===== config.mk =====
export PLATFORM = sky130hd
export DESIGN_NAME = keypad_calculator_entry_top_flat
export DESIGN_NICKNAME = d
export VERILOG_FILES = /design/src/hw/rtl/kce_pkg.sv /design/src/hw/rtl/kce_key_if.sv /design/src/hw/rtl/kce_result_if.sv /design/src/hw/rtl/keypad_calculator_entry_top.sv /design/src/hw/rtl/kce_datapath.sv /design/src/hw/rtl/kce_controller.sv /design/src/flat_wrapper.sv
export VERILOG_INCLUDE_DIRS = /design/src /design/src/hw/rtl
export SDC_FILE = /design/constraint.sdc
export NUM_CORES = 1
export LEC_CHECK = 0
export BUFFER_PORTS_ARGS = -buffer_cell sky130_fd_sc_hd__buf_2
export CAP_MARGIN = 10
export CORE_ASPECT_RATIO = 1.4
export CORE_UTILIZATION = 37
export DETAILED_ROUTE_END_ITERATION = 10
export HOLD_SLACK_MARGIN = 0.1
export PLACE_DENSITY_LB_ADDON = 0.12
export REMOVE_ABC_BUFFERS = 1
export SLEW_MARGIN = 25
export SYNTH_ARGS = -nofsm -noshare
export SYNTH_HDL_FRONTEND = slang
export SYNTH_SLANG_ARGS = --single-unit

===== constraint.sdc =====
create_clock -name clk_i -period 7.3 [get_ports clk_i]
set_input_delay 1.095 -clock clk_i [delete_from_list [all_inputs] [get_ports clk_i]]
set_output_delay 1.095 -clock clk_i [all_outputs]
set_load 0.05 [all_outputs]

===== src/hw/rtl/keypad_calculator_entry_top_assert.svh =====
// Assertion macros for the keypad calculator entry block.
// Included by the controller and the datapath; depends on nothing else.
`ifndef KEYPAD_CALCULATOR_ENTRY_TOP_ASSERT_SVH
`define KEYPAD_CALCULATOR_ENTRY_TOP_ASSERT_SVH

// Same-cycle implication, disabled during reset.
`define KCE_ASSERT_NOW(lbl, clk, rstn, ante, cons) \
  lbl: assert property (@(posedge clk) disable iff (!rstn) (ante) |-> (cons)) \
    else $error("kce assertion failed");

// Next-cycle implication, disabled during reset.
`define KCE_ASSERT_NEXT(lbl, clk, rstn, ante, cons) \
  lbl: assert property (@(posedge clk) disable iff (!rstn) (ante) |=> (cons)) \
    else $error("kce assertion failed");

`endif


===== src/hw/rtl/kce_pkg.sv =====
// Package of the keypad calculator entry block: key codes, operator,
// state and command enums, status struct. Depends on nothing.
package kce_pkg;

  localparam logic [7:0] KEY_ZERO  = 8'h30;
  localparam logic [7:0] KEY_NINE  = 8'h39;
  localparam logic [7:0] KEY_PLUS  = 8'h2B;
  localparam logic [7:0] KEY_MINUS = 8'h2D;
  localparam logic [7:0] KEY_MUL   = 8'h2A;
  localparam logic [7:0] KEY_DIV   = 8'h2F;
  localparam logic [7:0] KEY_EQ    = 8'h3D;

  localparam int unsigned FRAC_STEPS = 4;

  typedef enum logic [1:0] {
    OP_ADD,
    OP_SUB,
    OP_MUL,
    OP_DIV
  } kce_op_e;

  typedef enum logic [1:0] {
    KC_DIGIT,
    KC_OPER,
    KC_EQUALS,
    KC_OTHER
  } kce_key_class_e;

  typedef enum logic [2:0] {
    ST_IDLE,
    ST_START,
    ST_MUL,
    ST_DIV,
    ST_FRAC_INIT,
    ST_FRAC,
    ST_DONE
  } kce_state_e;

  typedef enum logic [3:0] {
    CMD_NONE,
    CMD_CLEAR,
    CMD_DIGIT,
    CMD_SET_OP,
    CMD_ALU,
    CMD_MUL_INIT,
    CMD_MUL_STEP,
    CMD_DIV_INIT,
    CMD_DIV_STEP,
    CMD_DIV_ZERO,
    CMD_FRAC_INIT,
    CMD_FRAC_STEP,
    CMD_LOAD_OUT
  } kce_cmd_e;

  typedef struct packed {
    logic    phase;
    kce_op_e op;
    logic    b_zero;
    logic    cnt_zero;
    logic    rem_nonzero;
  } kce_status_t;

  function automatic kce_key_class_e key_class(input logic [7:0] key);
    kce_key_class_e c;
    if (key >= KEY_ZERO && key <= KEY_NINE) begin
      c = KC_DIGIT;
    end else if (key == KEY_PLUS || key == KEY_MINUS || key == KEY_MUL || key == KEY_DIV) begin
      c = KC_OPER;
    end else if (key == KEY_EQ) begin
      c = KC_EQUALS;
    end else begin
      c = KC_OTHER;
    end
    return c;
  endfunction

  function automatic kce_op_e op_of_key(input logic [7:0] key);
    kce_op_e o;
    if (key == KEY_MINUS) begin
      o = OP_SUB;
    end else if (key == KEY_MUL) begin
      o = OP_MUL;
    end else if (key == KEY_DIV) begin
      o = OP_DIV;
    end else begin
      o = OP_ADD;
    end
    return o;
  endfunction

endpackage


===== src/hw/rtl/kce_key_if.sv =====
// Key input channel: valid/ready handshake carrying one key word.
// Depends on nothing.
interface kce_key_if;
  logic       valid;
  logic       ready;
  logic [7:0] key;
  logic       leave_mode;

  modport source (output valid, key, leave_mode, input ready);
  modport sink   (input valid, key, leave_mode, output ready);
endinterface


===== src/hw/rtl/kce_result_if.sv =====
// Result output channel: valid/ready handshake carrying one result word.
// Depends on nothing.
interface kce_result_if;
  logic        valid;
  logic        ready;
  logic [31:0] answer;
  logic [3:0]  fraction_digit;
  logic        has_fraction;
  logic        divide_error;

  modport source (output valid, answer, fraction_digit, has_fraction, divide_error,
                  input ready);
  modport sink   (input valid, answer, fraction_digit, has_fraction, divide_error,
                  output ready);
endinterface


===== src/hw/rtl/keypad_calculator_entry_top.sv =====
// Top level of the keypad calculator entry block.
// Joins kce_controller and kce_datapath; uses kce_pkg and the channel interfaces.

// Keys arrive one word at a time; a digit, operator, leave request or ignored
// key is taken while the block stays idle, so it is ready for the next key. On
// '=' in the second-operand phase the block stops taking keys while it works
// out the result: add and subtract in a single ALU step, multiply one shift-add
// step a cycle, divide one restoring quotient bit a cycle, then four steps for
// the fraction digit when a remainder is left. The result sits in an output
// register; keys are taken again while it waits, and a further result waits in
// the controller until the register is free.
module keypad_calculator_entry_top import kce_pkg::*; #(
  parameter int unsigned OPERAND_WIDTH = 32
) (
  input  logic    clk_i,
  input  logic    rst_ni,
  kce_key_if.sink     key_i,
  kce_result_if.source result_o
);

  kce_cmd_e    cmd;
  kce_status_t status;

  kce_controller u_ctrl (
    .clk_i       (clk_i),
    .rst_ni      (rst_ni),
    .in_valid_i  (key_i.valid),
    .in_key_i    (key_i.key),
    .in_leave_i  (key_i.leave_mode),
    .in_ready_o  (key_i.ready),
    .out_ready_i (result_o.ready),
    .out_valid_o (result_o.valid),
    .status_i    (status),
    .cmd_o       (cmd)
  );

  kce_datapath #(
    .OPERAND_WIDTH (OPERAND_WIDTH)
  ) u_dp (
    .clk_i            (clk_i),
    .rst_ni           (rst_ni),
    .cmd_i            (cmd),
    .key_i            (key_i.key),
    .status_o         (status),
    .answer_o         (result_o.answer),
    .fraction_digit_o (result_o.fraction_digit),
    .has_fraction_o   (result_o.has_fraction),
    .divide_error_o   (result_o.divide_error)
  );

endmodule


===== src/hw/rtl/kce_datapath.sv =====
// Datapath: operand entry, shift-add multiplier, radix-2 restoring divider,
// fraction digit and result register. Uses kce_pkg and the assertion header.
`include "keypad_calculator_entry_top_assert.svh"

module kce_datapath import kce_pkg::*; #(
  parameter int unsigned OPERAND_WIDTH = 32
) (
  input  logic        clk_i,
  input  logic        rst_ni,
  input  kce_cmd_e    cmd_i,
  input  logic [7:0]  key_i,
  output kce_status_t status_o,
  output logic [31:0] answer_o,
  output logic [3:0]  fraction_digit_o,
  output logic        has_fraction_o,
  output logic        divide_error_o
);

  localparam int unsigned W  = OPERAND_WIDTH;
  localparam int unsigned CW = $clog2(OPERAND_WIDTH);

  logic          phase_q;
  kce_op_e       op_q;
  logic [W-1:0]  first_q, second_q;
  logic [W-1:0]  acc_q, rem_q;
  logic [3:0]    fx_q, frac_q;
  logic [CW-1:0] cnt_q;
  logic          hasf_q, err_q;
  logic [31:0]   answer_q;
  logic [3:0]    frac_out_q;
  logic          hasf_out_q, err_out_q;

  logic [W-1:0]  first_nxt, second_nxt;
  logic [3:0]    digit;
  logic          bit_in;
  logic [W:0]    trial, trial_diff;
  logic          ge;
  logic [W+3:0]  rem_x10;

  assign digit      = 4'(key_i - KEY_ZERO);
  assign first_nxt  = W'({first_q, 3'b000}) + W'({first_q, 1'b0}) + W'(digit);
  assign second_nxt = W'({second_q, 3'b000}) + W'({second_q, 1'b0}) + W'(digit);

  assign bit_in     = (cmd_i == CMD_FRAC_STEP) ? fx_q[3] : first_q[W-1];
  assign trial      = {rem_q, bit_in};
  assign trial_diff = trial - {1'b0, second_q};
  assign ge         = trial >= {1'b0, second_q};
  assign rem_x10    = {1'b0, rem_q, 3'b000} + {3'b000, rem_q, 1'b0};

  always_ff @(posedge clk_i or negedge rst_ni) begin
    if (!rst_ni) begin
      phase_q  <= 1'b0;
      op_q     <= OP_ADD;
      first_q  <= '0;
      second_q <= '0;
    end else begin
      unique case (cmd_i)
        CMD_CLEAR, CMD_LOAD_OUT: begin
          phase_q  <= 1'b0;
          op_q     <= OP_ADD;
          first_q  <= '0;
          second_q <= '0;
        end
        CMD_DIGIT: begin
          if (phase_q) begin
            second_q <= second_nxt;
          end else begin
            first_q <= first_nxt;
          end
        end
        CMD_SET_OP: begin
          op_q    <= op_of_key(key_i);
          phase_q <= 1'b1;
        end
        CMD_MUL_STEP: begin
          first_q  <= {first_q[W-2:0], 1'b0};
          second_q <= {1'b0, second_q[W-1:1]};
        end
        CMD_DIV_STEP: begin
          first_q <= {first_q[W-2:0], ge};
        end
        CMD_DIV_ZERO: begin
          first_q <= '0;
        end
        default: begin
        end
      endcase
    end
  end

  always_ff @(posedge clk_i) begin
    unique case (cmd_i)
      CMD_ALU: begin
        acc_q  <= (op_q == OP_SUB) ? first_q - second_q : first_q + second_q;
        hasf_q <= 1'b0;
        err_q  <= 1'b0;
        frac_q <= '0;
      end
      CMD_MUL_INIT: begin
        acc_q  <= '0;
        cnt_q  <= CW'(W - 1);
        hasf_q <= 1'b0;
        err_q  <= 1'b0;
        frac_q <= '0;
      end
      CMD_MUL_STEP: begin
        acc_q <= acc_q + (second_q[0] ? first_q : '0);
        cnt_q <= cnt_q - 1'b1;
      end
      CMD_DIV_INIT: begin
        rem_q  <= '0;
        cnt_q  <= CW'(W - 1);
        hasf_q <= 1'b0;
        err_q  <= 1'b0;
        frac_q <= '0;
      end
      CMD_DIV_STEP: begin
        rem_q <= ge ? trial_diff[W-1:0] : trial[W-1:0];
        cnt_q <= cnt_q - 1'b1;
      end
      CMD_DIV_ZERO: begin
        hasf_q <= 1'b0;
        err_q  <= 1'b1;
        frac_q <= '0;
      end
      CMD_FRAC_INIT: begin
        rem_q  <= rem_x10[W+3:4];
        fx_q   <= rem_x10[3:0];
        frac_q <= '0;
        hasf_q <= 1'b1;
        cnt_q  <= CW'(FRAC_STEPS - 1);
      end
      CMD_FRAC_STEP: begin
        rem_q  <= ge ? trial_diff[W-1:0] : trial[W-1:0];
        fx_q   <= {fx_q[2:0], 1'b0};
        frac_q <= {frac_q[2:0], ge};
        cnt_q  <= cnt_q - 1'b1;
      end
      CMD_LOAD_OUT: begin
        answer_q   <= 32'((op_q == OP_DIV) ? first_q : acc_q);
        frac_out_q <= frac_q;
        hasf_out_q <= hasf_q;
        err_out_q  <= err_q;
      end
      default: begin
      end
    endcase
  end

  assign status_o.phase       = phase_q;
  assign status_o.op          = op_q;
  assign status_o.b_zero      = (second_q == '0);
  assign status_o.cnt_zero    = (cnt_q == '0);
  assign status_o.rem_nonzero = (rem_q != '0);

  assign answer_o         = answer_q;
  assign fraction_digit_o = frac_out_q;
  assign has_fraction_o   = hasf_out_q;
  assign divide_error_o   = err_out_q;

  `KCE_ASSERT_NEXT(a_rem_below_divisor, clk_i, rst_ni, cmd_i == CMD_DIV_STEP || cmd_i == CMD_FRAC_STEP || cmd_i == CMD_FRAC_INIT, rem_q < second_q)
  `KCE_ASSERT_NEXT(a_load_clears_entry, clk_i, rst_ni, cmd_i == CMD_LOAD_OUT, !phase_q && first_q == '0 && second_q == '0)
  `KCE_ASSERT_NEXT(a_frac_digit_range, clk_i, rst_ni, cmd_i == CMD_LOAD_OUT, fraction_digit_o <= 4'd9)

endmodule


===== src/hw/rtl/kce_controller.sv =====
// Controller: key decode and sequencing of the datapath operations.
// Uses kce_pkg and the assertion header.
`include "keypad_calculator_entry_top_assert.svh"

module kce_controller import kce_pkg::*; (
  input  logic        clk_i,
  input  logic        rst_ni,
  input  logic        in_valid_i,
  input  logic [7:0]  in_key_i,
  input  logic        in_leave_i,
  output logic        in_ready_o,
  input  logic        out_ready_i,
  output logic        out_valid_o,
  input  kce_status_t status_i,
  output kce_cmd_e    cmd_o
);

  kce_state_e state_q, state_d;
  logic       out_valid_q, out_valid_d;

  always_ff @(posedge clk_i or negedge rst_ni) begin
    if (!rst_ni) begin
      state_q     <= ST_IDLE;
      out_valid_q <= 1'b0;
    end else begin
      state_q     <= state_d;
      out_valid_q <= out_valid_d;
    end
  end

  always_comb begin
    state_d     = state_q;
    cmd_o       = CMD_NONE;
    out_valid_d = out_valid_q && !out_ready_i;
    unique case (state_q)
      ST_IDLE: begin
        if (in_valid_i) begin
          priority if (in_leave_i) begin
            cmd_o = CMD_CLEAR;
          end else begin
            unique case (key_class(in_key_i))
              KC_DIGIT: cmd_o = CMD_DIGIT;
              KC_OPER: begin
                if (!status_i.phase) cmd_o = CMD_SET_OP;
              end
              KC_EQUALS: begin
                if (status_i.phase) state_d = ST_START;
              end
              default: begin
              end
            endcase
          end
        end
      end
      ST_START: begin
        unique case (status_i.op)
          OP_ADD, OP_SUB: begin
            cmd_o   = CMD_ALU;
            state_d = ST_DONE;
          end
          OP_MUL: begin
            cmd_o   = CMD_MUL_INIT;
            state_d = ST_MUL;
          end
          OP_DIV: begin
            if (status_i.b_zero) begin
              cmd_o   = CMD_DIV_ZERO;
              state_d = ST_DONE;
            end else begin
              cmd_o   = CMD_DIV_INIT;
              state_d = ST_DIV;
            end
          end
          default: state_d = ST_IDLE;
        endcase
      end
      ST_MUL: begin
        cmd_o = CMD_MUL_STEP;
        if (status_i.cnt_zero) state_d = ST_DONE;
      end
      ST_DIV: begin
        cmd_o = CMD_DIV_STEP;
        if (status_i.cnt_zero) state_d = ST_FRAC_INIT;
      end
      ST_FRAC_INIT: begin
        if (status_i.rem_nonzero) begin
          cmd_o   = CMD_FRAC_INIT;
          state_d = ST_FRAC;
        end else begin
          state_d = ST_DONE;
        end
      end
      ST_FRAC: begin
        cmd_o = CMD_FRAC_STEP;
        if (status_i.cnt_zero) state_d = ST_DONE;
      end
      ST_DONE: begin
        if (!out_valid_q || out_ready_i) begin
          cmd_o       = CMD_LOAD_OUT;
          out_valid_d = 1'b1;
          state_d     = ST_IDLE;
        end
      end
      default: state_d = ST_IDLE;
    endcase
  end

  assign in_ready_o  = (state_q == ST_IDLE);
  assign out_valid_o = out_valid_q;

  `KCE_ASSERT_NEXT(a_load_to_idle, clk_i, rst_ni, state_q == ST_DONE && (!out_valid_q || out_ready_i), out_valid_q && state_q == ST_IDLE)
  `KCE_ASSERT_NOW(a_busy_no_entry, clk_i, rst_ni, state_q != ST_IDLE, cmd_o != CMD_DIGIT && cmd_o != CMD_SET_OP && cmd_o != CMD_CLEAR)
  `KCE_ASSERT_NEXT(a_mul_ends, clk_i, rst_ni, state_q == ST_MUL && status_i.cnt_zero, state_q == ST_DONE)

endmodule


===== src/flat_wrapper.sv =====
// flat-port wrapper written by rule: the top's interface ports become plain ports
module keypad_calculator_entry_top_flat import kce_pkg::*;
#(
  parameter int unsigned OPERAND_WIDTH = 32
)
  (clk_i, rst_ni, key_i_valid, key_i_key, key_i_leave_mode, key_i_ready, result_o_valid, result_o_answer, result_o_fraction_digit, result_o_has_fraction, result_o_divide_error, result_o_ready);
  kce_key_if key_i_i ();
  kce_result_if result_o_i ();
  input  logic clk_i;
  input  logic rst_ni;
  input wire logic [$bits(key_i_i.valid)-1:0] key_i_valid;
  input wire logic [$bits(key_i_i.key)-1:0] key_i_key;
  input wire logic [$bits(key_i_i.leave_mode)-1:0] key_i_leave_mode;
  output wire logic [$bits(key_i_i.ready)-1:0] key_i_ready;
  output wire logic [$bits(result_o_i.valid)-1:0] result_o_valid;
  output wire logic [$bits(result_o_i.answer)-1:0] result_o_answer;
  output wire logic [$bits(result_o_i.fraction_digit)-1:0] result_o_fraction_digit;
  output wire logic [$bits(result_o_i.has_fraction)-1:0] result_o_has_fraction;
  output wire logic [$bits(result_o_i.divide_error)-1:0] result_o_divide_error;
  input wire logic [$bits(result_o_i.ready)-1:0] result_o_ready;
  assign key_i_i.valid = key_i_valid;
  assign key_i_i.key = key_i_key;
  assign key_i_i.leave_mode = key_i_leave_mode;
  assign key_i_ready = key_i_i.ready;
  assign result_o_valid = result_o_i.valid;
  assign result_o_answer = result_o_i.answer;
  assign result_o_fraction_digit = result_o_i.fraction_digit;
  assign result_o_has_fraction = result_o_i.has_fraction;
  assign result_o_divide_error = result_o_i.divide_error;
  assign result_o_i.ready = result_o_ready;
  keypad_calculator_entry_top #(.OPERAND_WIDTH(OPERAND_WIDTH)) u_core (.clk_i(clk_i), .rst_ni(rst_ni), .key_i(key_i_i), .result_o(result_o_i));
endmodule

# Word level (Yosys, flattened, before mapping)

Cells that the tools add are included.

Muxes and demuxes: 49
Eq/ne operators: 37
Reductions and logical operators: 37
Magnitude comparators: 3
$add $sub $neg: 11

Operators by type and width:

| operator                                                         | count |
|---|---|
| 32-bit one-hot mux with 3 select lines                           | 3 |
| 32-bit 2-to-1 mux                                                | 6 |
| 32-bit adder                                                     | 4 |
| 32-bit one-hot mux with 4 select lines                           | 1 |
| 32-bit by 4-bit adder with 32-bit output                         | 2 |
| 32-bit subtractor                                                | 2 |
| 8-bit by 6-bit == test with 1-bit output (second input constant) | 5 |
| 35-bit by 33-bit adder with 36-bit output                        | 1 |
| 33-bit by 32-bit greater-or-equal comparator with 1-bit output   | 1 |
| 32-bit logical NOT                                               | 1 |
| 32-bit nonzero test                                              | 1 |
| 4-bit one-hot mux with 7 select lines                            | 1 |
| 2-bit 2-to-1 mux                                                 | 12 |
| 3-bit 2-to-1 mux                                                 | 8 |
| 4-bit == test (second input constant)                            | 5 |
| 3-bit one-hot mux with 6 select lines                            | 1 |
| 4-bit by 3-bit == test with 1-bit output (second input constant) | 4 |
| 4-bit one-hot mux with 2 select lines                            | 2 |
| 5-bit one-hot mux with 3 select lines                            | 1 |
| 4-bit 2-to-1 mux                                                 | 3 |
| 4-bit one-hot mux with 3 select lines                            | 1 |
| 3-bit nonzero test                                               | 4 |
| 2-bit inequality test (second input constant)                    | 5 |
| 2-bit nonzero test                                               | 5 |
| other kinds (29)                                                 | 58 |

Word-level logic and storage cells: 154
Bits in registers: 188

# Depth between registers and ports, before layout

Gate-level depths: netlist (run 1).

Word-level depth: 19
Gate-level depth with buffers: 18

# Hierarchy

From an unflattened synthesis (run 1), not the netlist that was laid out.

Cells, all modules: 2,136
Area, all modules: 19,003.2 µm²

Modules (own cells, without submodules):

| module         | cells an instance | area an instance (µm²) | instances | seq. area each (µm²) |
|---|---|---|---|---|
| kce_datapath   | 2,073             | 18,542.8               | 1         | 5,159.9 |
| kce_controller | 63                | 460.4                  | 1         | 100.1 |

# Least setup slack after synthesis (run 1)

OpenSTA, ideal clock, no wires.

Kind: input to register
Start: input key_i_key[3]
End: register u_core.u_dp.first_q[28]
Data arrival time: 4.010 ns
Path buffers: 0
Stages: 12
Setup time: 0.077 ns
Path slack: 3.212 ns
Cells stage by stage: fa_1 > fa_1 > a211oi_1 > o21ai_0 > a31oi_1 > o21ai_0 > a211oi_1 > nor3_1 > o41ai_1 > xnor2_1 > o21ai_0 > a21oi_1

Word-level cells in the longest chain between the ends: 18
Elaborated cells on any way between the ends: 37

Ends and longest elaborated chain:

| element                                                                                               | RTL line           | RTL |
|---|---|---|
| start, declared                                                                                       | flat_wrapper.sv:12 | `input wire logic [$bits(key_i_i.key)-1:0] key_i_key;` |
| branches (longest 18 deep; another with 8-bit by 6-bit greater-or-equal comparator with 1-bit output) | n/a                |  |
| end signal, assigned                                                                                  | kce_datapath.sv:68 | `first_q <= first_nxt;` |
| end signal, assigned                                                                                  | kce_datapath.sv:76 | `first_q <= {first_q[W-2:0], 1'b0};` |
| end signal, assigned                                                                                  | kce_datapath.sv:80 | `first_q <= {first_q[W-2:0], ge};` |
| end, declared                                                                                         | kce_datapath.sv:24 | `logic [W-1:0] first_q, second_q;` |

Several ways; the timed one is not identified. The select of a mux whose other input is x is not followed.
A chain may end at the register's enable or synchronous reset.

# Worst setup path in the final report (run 1)

Start: register u_core.u_ctrl.state_q[0]
End: register u_core.u_dp.rem_q[19], data pin

Word-level cells in the longest chain between the ends: 7
Elaborated cells on any way between the ends: 18

Ends and longest elaborated chain:

| element                                                                                             | RTL line                                 | RTL |
|---|---|---|
| start, declared                                                                                     | kce_controller.sv:18                     | `kce_state_e state_q, state_d;` |
| start signal, assigned                                                                              | kce_controller.sv:26                     | `state_q <= state_d;` |
| 3-bit == test (tied with other cells)                                                               | kce_controller.sv:35                     | `unique case (state_q)` |
| 4-bit one-hot mux with 7 select lines (*)                                                           | kce_controller.sv:35                     |  |
| 4-bit == test                                                                                       | kce_datapath.sv:44, kce_datapath.sv:92   |  |
| 1-bit 2-to-1 mux                                                                                    | kce_datapath.sv:44                       | `assign bit_in = (cmd_i == CMD_FRAC_STEP) ? fx_q[3] : first_q[W-1];` |
| 32-bit subtractor or 33-bit by 32-bit greater-or-equal comparator with 1-bit output (tied branches) | kce_datapath.sv:46, kce_datapath.sv:47   |  |
| 32-bit 2-to-1 mux                                                                                   | kce_datapath.sv:118, kce_datapath.sv:134 |  |
| 32-bit one-hot mux with 3 select lines (*)                                                          | kce_datapath.sv:92                       | `unique case (cmd_i)` |
| end signal, assigned                                                                                | kce_datapath.sv:118                      | `rem_q <= ge ? trial_diff[W-1:0] : trial[W-1:0];` |
| end signal, assigned                                                                                | kce_datapath.sv:127                      | `rem_q <= rem_x10[W+3:4];` |
| end signal, assigned                                                                                | kce_datapath.sv:134                      | `rem_q <= ge ? trial_diff[W-1:0] : trial[W-1:0];` |
| end, declared                                                                                       | kce_datapath.sv:25                       | `logic [W-1:0] acc_q, rem_q;` |

Every way passes the cells marked *; elsewhere a longest branch is shown, timed or not.

==> metrics.log, run 1 <==
INFO  metric post-cts-setup-buffer-count = 0
INFO  metric regToRegSetupSlack = 2.13 ns
INFO  metric worst_hold_path_type = flip-flop to flip-flop
INFO  metric dp.final_hpwl = 42,730 um
INFO  metric hold_buffers = 0
INFO  metric port_buffers = 52
INFO  metric maxCapViolations = 0
INFO  metric worstMarginPinSlew = 0.8290 ns
INFO  metric worstRegToRegCells = 15
INFO  metric synth.cells.most_frequent = sky130_fd_sc_hd__ha_1, sky130_fd_sc_hd__a21oi_1, sky130_fd_sc_hd__nand2_1
INFO  metric place.gp.congestion = 0.8963
INFO  metric grt_setup_unrepaired = no
INFO  metric synth_cells = 2,117
INFO  metric drt-pass1-iter-count = 5
INFO  metric crit_path_end = u_core.u_dp.rem_q[19]
INFO  metric synth.yosys.seq_area_share = 28.09%
INFO  metric arrival = 5.41 ns
INFO  metric synthesis.yosys.warnings = 0
INFO  metric cp-start-kind = flip-flop
INFO  metric preCtsSetupSlack = 2.097 ns
INFO  metric timing.clock.skew = 0.02004 ns
INFO  metric period_share = 70.76%
INFO  metric synth.ff_latch_count = 187
INFO  metric fraction_of_post_synthesis_cell_area_in_the_top_cell_type_by_area = 18.60%
INFO  metric clock_latency = 0.48 ns
INFO  metric crit_type = flip-flop to flip-flop
INFO  metric timing_hold_violations_final = 0
INFO  metric grt_first_pass_wirelength = 88,820 um
INFO  metric fillerInstances = 5,020
INFO  metric cts_buffers = 17
INFO  metric clk_root_buffer_cell = sky130_fd_sc_hd__clkbuf_16
INFO  metric min_period = 5.166 ns
INFO  metric reg2reg_to = u_core.u_dp.rem_q[19]
INFO  metric layout-area-overhead-vs-synth = 7.911%
INFO  metric cp-startpoint = u_core.u_ctrl.state_q[0]
INFO  metric grt_antenna_before_repair = 0
INFO  metric pins_over_their_slew_limit = 0
INFO  metric yosysMostFrequentCell = sky130_fd_sc_hd__ha_1
INFO  metric vias = 16.04k
INFO  metric first_global_vias = 16.26k
INFO  metric globalRouteOverflowTotal = 0
INFO  metric layout_cell_share_with_drive_strength_beyond_1 = 7.757%
INFO  metric worst_setup_path_end_kind = flip-flop
INFO  metric die_height = 268.2 um
INFO  metric status = finished, final reports clean
INFO  metric route.detailed.wl_per_inst = 19.73 um
INFO  metric critical_path.max_fanout = 46
INFO  metric synth_area_leaders = sky130_fd_sc_hd__edfxtp_1, sky130_fd_sc_hd__ha_1, sky130_fd_sc_hd__dfrtp_1, sky130_fd_sc_hd__xnor2_1, sky130_fd_sc_hd__a21oi_1
INFO  metric vias_per_cell = 5.736
INFO  metric htreeDepth = 4
INFO  metric grt_max_degree = 60
INFO  metric post_synth.cell_area_avg = 8.846 sq um
INFO  metric ant_nets = 0
INFO  metric tritoncts = yes
INFO  metric io_pins = 53
INFO  metric regToRegStartpoint = u_core.u_ctrl.state_q[0]
INFO  metric relSlewSlack = 44.74%
INFO  metric clock_transition_at_the_registers_of_the_reported_paths = 0.08 ns
INFO  metric synthDistinctLibCells = 85
INFO  metric ctsResizeCount = 0
INFO  metric fp.dieW = 192.1 um
INFO  metric post_synth_edffs = 116
INFO  metric netlist.top_cell.by_area = sky130_fd_sc_hd__edfxtp_1
INFO  metric final_critical_path_setup_slack = 2.134 ns
INFO  metric synth_ff_type = sky130_fd_sc_hd__edfxtp_1
INFO  metric drcViolationCount = 0
INFO  metric synth_async_sr_flop_share = 37.97%
INFO  metric cell_area_after_technology_mapping = 18,730 sq um
INFO  metric floorplan.rows = 97
INFO  metric grtUsageTotal = 22.06%
INFO  metric timing.fmax = 0.1936 GHz
INFO  metric clock_sink_count = 187
INFO  metric final.setup.tns = 0 ns
INFO  metric setup_viol_count_final = 0
INFO  metric max-clock-path-buffers = 2
INFO  metric detailedRoute.firstIterationViolations = 832
INFO  metric antenna_cells = 0
INFO  metric cp_data_required_time = 7.55 ns
INFO  metric floorplan.die_area = 51,530 sq um
INFO  metric floorplan.initialDensity = 37.45%
INFO  metric routed_wl = 55,170 um
INFO  metric design.core.area = 50,000 sq um
INFO  metric design.final.nets = 2,406
## layout by cell type, fill, tap and decap left out, drive strengths merged, types with 7 or more instances in the layout
cell type,n
a21oi,239
nor3,27
mux2,32
clkbuf,21
nand2b,27
nand3,40
o21ai,140
nor4,17
a31oi,23
mux2i,9
fa,8
clkinv,8
xnor2,142
or3,11
or2,10
a221oi,35
a22oi,7
nor2,133
o22ai,54
o31ai,9
o21bai,34
o21a,18
or4,9
and3,9
inv,91
nor2b,16
edfxtp,116
xor2,57
o41ai,9
nand4,23
a21o,88
nand2,152
and2,36
dfrtp,71
a2111oi,8
buf,71
a41oi,7
a211oi,21
ha,245
## per-stage QoR
step	instance area, sq um	util [%]	std cells	hold WS [ns]
4_1_cts	20200	40.41	2796	0.4257
3_3_place_gp	19670	39.33	2764	0.4076
2_1_floorplan	18420	-	2050	0.4003
3_5_place_dp	19670	39.33	2764	0.4075
6_report	20210	40.41	2796	0.4305
5_1_grt	20210	40.41	2796	0.4352
## how the worst min path moves through the flow
| stage | start | to | slack, ns | cells past startpoint |
|---|---|---|---|---|
| floorplan | u_core.u_dp.err_q | u_core.u_dp.divide_error_o | 0.40 | 0 |
| global placement | u_core.u_dp.hasf_q | u_core.u_dp.has_fraction_o | 0.41 | 0 |
| detailed placement | u_core.u_dp.frac_q[3] | u_core.u_dp.fraction_digit_o[3] | 0.41 | 0 |
| CTS | u_core.u_dp.frac_q[3] | u_core.u_dp.fraction_digit_o[3] | 0.43 | 0 |
| global route | u_core.u_dp.frac_q[3] | u_core.u_dp.fraction_digit_o[3] | 0.44 | 0 |
| finish | u_core.u_dp.frac_q[3] | u_core.u_dp.fraction_digit_o[3] | 0.43 | 0 |
## metal layers
metal / global-route usage, % / vias up / part of all wire, %
met5: 0 / - / 0
met4: 7.257 / 0 / 2.4
met3: 1.502 / 57 / 1.6
met2: 41.39 / 191 / 53
met1: 26.22 / 7763 / 43
li1: - / 8028 / -
## cells by family (layout without fill, tap and decap cells)
family          after synthesis  after routing  synth area share [%]
compound gates              745            745                 25.26
simple gates                534            534                 14.27
fa+ha+maj                   253            253                 17.22
xor+xnor                    199            199                 9.307
flops                       187            187                 28.09
buf+inv                     158            194                 3.448
mux                          41             41                 2.405
## flip-flops by register name, summed over array words and instances (netlist names)
| name | flops |
|---|---|
| u_core.u_dp.frac_q | 4 |
| u_core.u_dp.fraction_digit_o | 4 |
| u_core.u_dp.op_q | 2 |
| u_core.u_dp.first_q | 32 |
| u_core.u_ctrl.out_valid_o | 1 |
| u_core.u_dp.divide_error_o | 1 |
| u_core.u_dp.has_fraction_o | 1 |
| u_core.u_dp.err_q | 1 |
| u_core.u_dp.rem_q | 32 |
| u_core.u_dp.hasf_q | 1 |
| u_core.u_ctrl.state_q | 3 |
| u_core.u_dp.second_q | 32 |
| u_core.u_dp.cnt_q | 5 |
| u_core.u_dp.fx_q | 3 |
| u_core.u_dp.acc_q | 32 |
| u_core.u_dp.phase_q | 1 |
| u_core.u_dp.answer_o | 32 |
## critical path, stage by stage, from the launching register on
cell	delay, ns
sky130_fd_sc_hd__dfrtp_1	0.57
sky130_fd_sc_hd__nand2b_1	0.24
sky130_fd_sc_hd__or2_2	0.42
sky130_fd_sc_hd__mux2i_1	0.30
sky130_fd_sc_hd__ha_1	0.20
sky130_fd_sc_hd__nand2b_1	0.12
sky130_fd_sc_hd__a21oi_1	0.11
sky130_fd_sc_hd__o41a_1	0.33
sky130_fd_sc_hd__o311a_1	0.37
sky130_fd_sc_hd__o21ai_0	0.42
sky130_fd_sc_hd__nor2_1	0.12
sky130_fd_sc_hd__nor3_2	0.64
sky130_fd_sc_hd__buf_4	0.55
sky130_fd_sc_hd__or2_2	0.23
sky130_fd_sc_hd__o22ai_1	0.06
sky130_fd_sc_hd__a31o_2	0.22
## layout make-up
type                            instances  area, sq um  area share [%]
Sequential cell                       187         5260           26.03
Inverter                               91        341.6           1.690
Clock inverter                         11        97.59          0.4829
Multi-Input combinational cell       1772        12860           63.63
Clock buffer                           21        440.4           2.179
Timing Repair Buffer                   71        405.4           2.006
Tap cell                              643        804.5           3.981
Power of run 1 is not shown: default switching activity piles up to over one toggle a cycle in this logic, so the estimate is an artifact.
==> run 2: changes to the inputs <==
ABC_AREA = 1   (was unset)
clock period = 5.1 ns   (was 7.3 ns; I/O delays follow)
==> run 2 against run 1 <==
Final cell count is 48% higher. Sequential share of layout area is 3.8 points lower. Synthesized cell count is 59% higher. Register-to-register slack worse by 1.3 ns. Critical endpoint is now u_core.u_dp.acc_q[23]. Synthesized area is 18% higher.
==> metrics.log, run 2 <==
INFO  metric status = finished, final reports clean
INFO  metric cp-start-kind = flip-flop
INFO  metric design.final.nets = 3,647 (+52%)
INFO  metric first_global_vias = 23.08k (+42%)
INFO  metric post_synth.cell_area_avg = 6.554 sq um (-26%)
INFO  metric grt_antenna_before_repair = 0 (unchanged)
INFO  metric setup_viol_count_final = 0 (unchanged)
INFO  metric timing.clock.skew = 0.01571 ns (-0.004322 ns)
INFO  metric vias_per_cell = 5.412 (-5.7%)
INFO  metric floorplan.initialDensity = 37.48% (about the same)
INFO  metric design.core.area = 58,730 sq um (+17%)
INFO  metric post_synth_edffs = 116 (unchanged)
INFO  metric globalRouteOverflowTotal = 0 (unchanged)
INFO  metric synth.yosys.seq_area_share = 23.90% (-4.2 points)
INFO  metric min_period = 4.281 ns (-0.8848 ns)
INFO  metric timing.fmax = 0.2336 GHz (+21%)
INFO  metric preCtsSetupSlack = 0.8316 ns (-1.265 ns)
INFO  metric crit_type = flip-flop to flip-flop
INFO  metric cts_buffers = 17 (unchanged)
INFO  metric antenna_cells = 0 (unchanged)
INFO  metric tritoncts = yes
INFO  metric critical_path.max_fanout = 5 (-89%)
INFO  metric grt_first_pass_wirelength = 132,200 um (+49%)
INFO  metric clock_sink_count = 187 (unchanged)
INFO  metric synth_area_leaders = sky130_fd_sc_hd__nand2_1, sky130_fd_sc_hd__edfxtp_1, sky130_fd_sc_hd__ha_1, sky130_fd_sc_hd__dfrtp_1, sky130_fd_sc_hd__inv_1
INFO  metric period_share = 83.94% (+13 points)
INFO  metric clock_transition_at_the_registers_of_the_reported_paths = 0.08 ns (about the same)
INFO  metric ctsResizeCount = 0 (unchanged)
INFO  metric pins_over_their_slew_limit = 0 (unchanged)
INFO  metric cell_area_after_technology_mapping = 22,010 sq um (+18%)
INFO  metric drt-pass1-iter-count = 5 (unchanged)
INFO  metric worst_setup_path_end_kind = flip-flop
INFO  metric synthesis.yosys.warnings = 0 (unchanged)
INFO  metric worst_hold_path_type = flip-flop to flip-flop
INFO  metric route.detailed.wl_per_inst = 20.85 um (+5.7%)
INFO  metric fillerInstances = 6,401 (+28%)
INFO  metric yosysMostFrequentCell = sky130_fd_sc_hd__nand2_1
INFO  metric detailedRoute.firstIterationViolations = 1,285 (+54%)
INFO  metric synthDistinctLibCells = 50 (-41%)
INFO  metric dp.final_hpwl = 71,340 um (+67%)
INFO  metric layout_commonest_cell = sky130_fd_sc_hd__nand2_1
INFO  metric drcViolationCount = 0 (unchanged)
INFO  metric netlist.top_cell.by_area = sky130_fd_sc_hd__nand2_1
INFO  metric grt_max_degree = 61 (+1.7%)
INFO  metric place.gp.congestion = 0.9699 (+8.2%)
INFO  metric floorplan.rows = 105 (+8.2%)
INFO  metric htreeDepth = 4 (unchanged)
INFO  metric maxCapViolations = 0 (unchanged)
INFO  metric synth_async_sr_flop_share = 37.97% (unchanged)
INFO  metric io_pins = 53 (unchanged)
INFO  metric synth.cells.most_frequent = sky130_fd_sc_hd__nand2_1, sky130_fd_sc_hd__inv_1, sky130_fd_sc_hd__nor2_1
INFO  metric ant_nets = 0 (unchanged)
INFO  metric vias = 22.42k (+40%)
INFO  metric layout_cell_share_with_drive_strength_beyond_1 = 4.449% (-3.3 points)
INFO  metric fp.dieW = 208.1 um (+8.3%)
INFO  metric layout.cells.most_common_list = sky130_fd_sc_hd__nand2_1, sky130_fd_sc_hd__inv_1, sky130_fd_sc_hd__nor2_1
INFO  metric cp_data_required_time = 5.35 ns (-2.20 ns)
INFO  metric grt_setup_unrepaired = no
INFO  metric relSlewSlack = 31.37% (-13 points)
INFO  metric synth.ff_latch_count = 187 (unchanged)
INFO  metric die_height = 290.6 um (+8.3%)
INFO  metric ff_latch_area = 5260 sq um (unchanged)
INFO  metric layout-area-overhead-vs-synth = 7.721%
INFO  metric synth_ff_type = sky130_fd_sc_hd__edfxtp_1
INFO  metric clock_latency = 0.52 ns (+0.04 ns)
INFO  metric routed_wl = 86,400 um (+57%)
INFO  metric port_buffers = 52 (unchanged)
INFO  metric max-clock-path-buffers = 2 (unchanged)
INFO  metric grtUsageTotal = 28.65% (+6.6 points)
INFO  metric clk_root_buffer_cell = sky130_fd_sc_hd__clkbuf_16
INFO  metric worstMarginPinSlew = 1.028 ns (+0.1993 ns)
INFO  metric fraction_of_post_synthesis_cell_area_in_the_top_cell_type_by_area = 17.57% (-1.0 points)
INFO  metric floorplan.die_area = 60,470 sq um (+17%)
INFO  metric multi_input_comb_area = 15,070 sq um (+17%)
INFO  metric arrival = 4.53 ns (-0.88 ns)
INFO  metric final_critical_path_setup_slack = 0.8191 ns (-1.315 ns)
INFO  metric synth_cells = 3,358 (+59%)
INFO  metric timing_hold_violations_final = 0 (unchanged)
run 2: changes by cell type after synthesis, moves of 65 or more:
cell,before,now
sky130_fd_sc_hd__xnor2_1,142,43
sky130_fd_sc_hd__nand3_1,40,221
sky130_fd_sc_hd__inv_1,90,352
sky130_fd_sc_hd__o21ai_0,137,226
sky130_fd_sc_hd__a21o_1,88,23
sky130_fd_sc_hd__nand2_1,151,1030
sky130_fd_sc_hd__nor2_1,132,326
run 2: final timing paths:
check	start	end	slack, ns	cells past startpoint
hold reg to reg	u_core.u_dp.hasf_q	u_core.u_dp.has_fraction_o	0.45	0
hold / removal	u_core.u_dp.hasf_q	u_core.u_dp.has_fraction_o	0.45	0
setup / recovery	u_core.u_dp.second_q[2]	u_core.u_dp.acc_q[23]	0.82	18
min in group asynchronous	rst_ni	u_core.u_dp.first_q[21]	0.63	2
max in group asynchronous	rst_ni	u_core.u_dp.second_q[19]	3.34	3
setup reg to reg	u_core.u_dp.second_q[2]	u_core.u_dp.acc_q[23]	0.82	18
run 2: routing by layer:
| metal | GRT usage, % | wire length, um |
|---|---|---|
| met4 | 16.89 | 5173 |
| met5 | 0 | 0 |
| met3 | 2.745 | 1921 |
| met2 | 57.55 | 48000 |
| met1 | 27.80 | 31290 |
run 2: worst max-delay path, cell delays in order (launching register included):
cell and delay, ns:
sky130_fd_sc_hd__dfrtp_1 0.42, sky130_fd_sc_hd__inv_1 0.23, sky130_fd_sc_hd__nand3_1 0.16, sky130_fd_sc_hd__nor3_1 0.26, sky130_fd_sc_hd__inv_1 0.16, sky130_fd_sc_hd__nor3b_2 0.39
sky130_fd_sc_hd__nand3_1 0.23, sky130_fd_sc_hd__o31ai_1 0.28, sky130_fd_sc_hd__xor2_1 0.17, sky130_fd_sc_hd__inv_1 0.06, sky130_fd_sc_hd__ha_1 0.36, sky130_fd_sc_hd__nand2_1 0.13
sky130_fd_sc_hd__nor2_1 0.18, sky130_fd_sc_hd__inv_1 0.08, sky130_fd_sc_hd__nor2_1 0.29, sky130_fd_sc_hd__nand3_1 0.18, sky130_fd_sc_hd__o211ai_1 0.19, sky130_fd_sc_hd__xnor2_1 0.16
sky130_fd_sc_hd__o21ai_0 0.09
run 2: logic make-up (layout without fill, tap and decap cells):
kind of cell    Yosys count  in the layout  synth area share [%]
buf+inv                 436            472                 7.709
fa+ha+maj               253            253                 14.66
xor+xnor                136            136                 5.412
compound gates          583            583                 14.61
simple gates           1763           1763                 33.71
flops                   187            187                 23.90
run 2: what timing repair did:
action,in CTS,in global routing
hold endpoints to repair,11,0
hold buffers,1,0
buffers inserted,0,0
run 2: final cells by class:
class / count / share of cell area (%)
inverters: 363 / 5.748
multi-input cells: 2735 / 63.59
repair buffers: 77 / 1.911
flip-flops and latches: 187 / 22.19
clock inverters: 15 / 0.8181
clock buffers: 17 / 1.794
well taps: 749 / 3.953
run 2: stage by stage:
stage	std cells	hold WS [ns]	utilization (%)	area [sq um]	TNS, ns
floorplan	3285	0.4003	-	21670	-2.633
global placement	4110	0.4462	39.29	23070	0
detailed placement	4110	0.4376	39.30	23080	0
CTS	4143	0.4563	40.37	23710	0
global route	4143	0.4607	40.37	23710	0
finish	4143	0.4549	40.37	23710	0
Power of run 2 is left out for the same reason.
==> run 3: changes to the inputs <==
ABC_AREA = 0   (was 1)
clock period = 4.5 ns   (was 5.1 ns; I/O delays follow)
==> run 3 against run 2 <==
Clock skew barely moved. First-iteration DRC count fell by 35%. Non-clock buffer count up 53. Fmax increased by 0.95%. Die area shrank 15%. Flip-flop and latch count unchanged. Routed wire length is 36% lower. Critical path type unchanged. Highest routed layer unchanged. Global-route usage is 6.8 points lower. Register-to-register slack worse by 0.56 ns.
==> metrics.log, run 3 (synthesized netlist as in run 1, its figures left out) <==
INFO  metric grtUsageTotal = 21.81% (-6.8 points)
INFO  metric floorplan.rows = 97 (-7.6%)
INFO  metric clk_root_buffer_cell = sky130_fd_sc_hd__clkbuf_16
INFO  metric critical_path.max_fanout = 5 (unchanged)
INFO  metric timing.clock.skew = 0.01557 ns (-0.0001485 ns)
INFO  metric postLayoutCoreUtil = 41.42% (+1.0 points)
INFO  metric port_buffers = 52 (unchanged)
INFO  metric layout_commonest_cell = sky130_fd_sc_hd__ha_1
INFO  metric pins_over_their_slew_limit = 0 (unchanged)
INFO  metric cts_buffers = 17 (unchanged)
INFO  metric first_global_vias = 16.53k (-28%)
INFO  metric period_share = 94.24% (+10 points)
INFO  metric final_cell_count_no_fill = 2,855 (-31%)
INFO  metric htreeDepth = 4 (unchanged)
INFO  metric timing_hold_violations_final = 0 (unchanged)
INFO  metric antenna_cells = 0 (unchanged)
INFO  metric floorplan.initialDensity = 37.45% (about the same)
INFO  metric detailedRoute.firstIterationViolations = 841 (-35%)
INFO  metric grt_first_pass_wirelength = 88,130 um (-33%)
INFO  metric routed-wl-met2 = 28,870 um (-40%)
INFO  metric clock_latency = 0.47 ns (-0.05 ns)
INFO  metric design.final.nets = 2,465 (-32%)
INFO  metric ff_latch_area = 5260 sq um (unchanged)
INFO  metric worst_hold_path_type = primary input to asynchronous set/reset pin
INFO  metric setup_viol_count_final = 0 (unchanged)
INFO  metric ant_nets = 0 (unchanged)
INFO  metric maxCapViolations = 0 (unchanged)
INFO  metric io_pins = 53 (unchanged)
INFO  metric globalRouteOverflowTotal = 0 (unchanged)
INFO  metric fp.dieW = 192.1 um (-7.7%)
INFO  metric route.detailed.wl_per_inst = 19.44 um (-6.8%)
INFO  metric vias_per_cell = 5.766 (+6.5%)
INFO  metric min_period = 4.241 ns (-0.04031 ns)
INFO  metric cp-start-kind = flip-flop
INFO  metric max-clock-path-buffers = 2 (unchanged)
INFO  metric floorplan.die_area = 51,530 sq um (-15%)
INFO  metric routed_metal_1_wire_length = 23,460 um (-25%)
INFO  metric cell_count_post_placement = 2,822 (-31%)
INFO  metric drt-pass1-iter-count = 5 (unchanged)
INFO  metric fillerInstances = 5,035 (-21%)
INFO  metric layout-area-overhead-vs-synth = 10.59%
INFO  metric arrival = 4.43 ns (-0.10 ns)
INFO  metric grt_max_degree = 56 (-8.2%)
INFO  metric dp.final_hpwl = 43,110 um (-40%)
INFO  metric layout.cells.most_common_list = sky130_fd_sc_hd__ha_1, sky130_fd_sc_hd__a21oi_1, sky130_fd_sc_hd__nand2_1
INFO  metric grt_antenna_before_repair = 0 (unchanged)
INFO  metric design.core.area = 50,000 sq um (-15%)
INFO  metric clock_sink_count = 187 (unchanged)
INFO  metric highest_layer = met4
INFO  metric grt_setup_unrepaired = no
INFO  metric routed_wl = 55,500 um (-36%)
INFO  metric met3_length = 1089 um (-43%)
INFO  metric crit_type = flip-flop to flip-flop
INFO  metric vias = 16.46k (-27%)
INFO  metric timing.fmax = 0.2358 GHz (+0.95%)
INFO  metric tritoncts = yes
INFO  metric multi_input_comb_area = 12,870 sq um (-15%)
INFO  metric place.gp.congestion = 0.8839 (-8.9%)
INFO  metric worst_setup_path_end_kind = flip-flop
INFO  metric status = finished, final reports clean
INFO  metric clock_transition_at_the_registers_of_the_reported_paths = 0.08 ns (about the same)
INFO  metric worstMarginPinSlew = 0.8190 ns (-0.2093 ns)
INFO  metric layout_cell_share_with_drive_strength_beyond_1 = 10.62% (+6.2 points)
INFO  metric cp_data_required_time = 4.69 ns (-0.66 ns)
INFO  metric die_height = 268.2 um (-7.7%)
INFO  metric drcViolationCount = 0 (unchanged)
INFO  metric relSlewSlack = 45.40% (+14 points)
## run 3: cell count changes in the layout (fill, tap and decap cells not counted), sizes merged, moves of 36 or more
cell and change:
a21o +65, buf +54, inv -271, nand2 -884
nand3 -183, nand4 -55, nor2 -203, o21ai -89
o22ai +42, xnor2 +99, xor2 -36
## run 3: through the flow
stage	TNS [ns]	instance area [sq um]	hold slack, ns	setup WS, ns
after floorplan	-83.28	18420	0.3794	-2.334
after global placement	0	20130	0.4068	0.1322
after detailed placement	0	20130	0.4098	0.1512
after CTS	0	20680	0.1695	0.1225
after global routing	0	20710	0.1922	0.002168
final	0	20710	0.1798	0.2594
## run 3: path summary, 6_finish.rpt
| check | cells after the start | startpoint | end | slack, ns |
|---|---|---|---|---|
| setup / recovery | 18 | u_core.u_dp.second_q[3] | u_core.u_dp.acc_q[22] | 0.26 |
| hold / removal | 1 | rst_ni | u_core.u_dp.second_q[5] | 0.18 |
| setup reg to reg | 18 | u_core.u_dp.second_q[3] | u_core.u_dp.acc_q[22] | 0.26 |
| hold reg to reg | 0 | u_core.u_dp.frac_q[3] | u_core.u_dp.fraction_digit_o[3] | 0.43 |
| max in group asynchronous | 2 | rst_ni | u_core.u_dp.second_q[23] | 3.29 |
| min in group clk_i | 0 | u_core.u_dp.frac_q[3] | u_core.u_dp.fraction_digit_o[3] | 0.43 |
## run 3: routing by layer
metal	up-vias	track usage (%)
met1	7965	25.25
li1	8145	-
met3	89	1.450
met5	-	0
met4	0	10.13
met2	264	40.38
## run 3: cell type report
cell class,count,area share (%)
clock buffer,17,2.054
timing repair buffer,130,4.217
multi-input combinational,1772,62.17
tap,643,3.885
clock inverter,15,0.6283
sequential,187,25.40
inverter,91,1.649
## run 3: worst max-delay path, cell delays in order (launching register included)
cell and delay, ns:
sky130_fd_sc_hd__dfrtp_1 0.41, sky130_fd_sc_hd__nor4_4 0.38, sky130_fd_sc_hd__nand3_1 0.19, sky130_fd_sc_hd__nor4_2 0.19, sky130_fd_sc_hd__buf_4 0.16, sky130_fd_sc_hd__nand2_1 0.11, sky130_fd_sc_hd__o21ai_0 0.22, sky130_fd_sc_hd__xnor2_1 0.15
sky130_fd_sc_hd__ha_1 0.30, sky130_fd_sc_hd__and2_1 0.17, sky130_fd_sc_hd__nor2_1 0.11, sky130_fd_sc_hd__o221ai_1 0.12, sky130_fd_sc_hd__a21oi_1 0.21, sky130_fd_sc_hd__o31ai_1 0.15, sky130_fd_sc_hd__or2_2 0.31, sky130_fd_sc_hd__a21o_1 0.20
sky130_fd_sc_hd__a21oi_1 0.17, sky130_fd_sc_hd__xor2_1 0.30, sky130_fd_sc_hd__o22ai_1 0.12
## run 3: timing repair
action,4_1_cts,5_1_grt
buffers inserted,0,1
hold buffers,0,0
endpoints found under the setup margin,0,6
resized for setup,0,3
Power of run 3 is left out for the same reason.
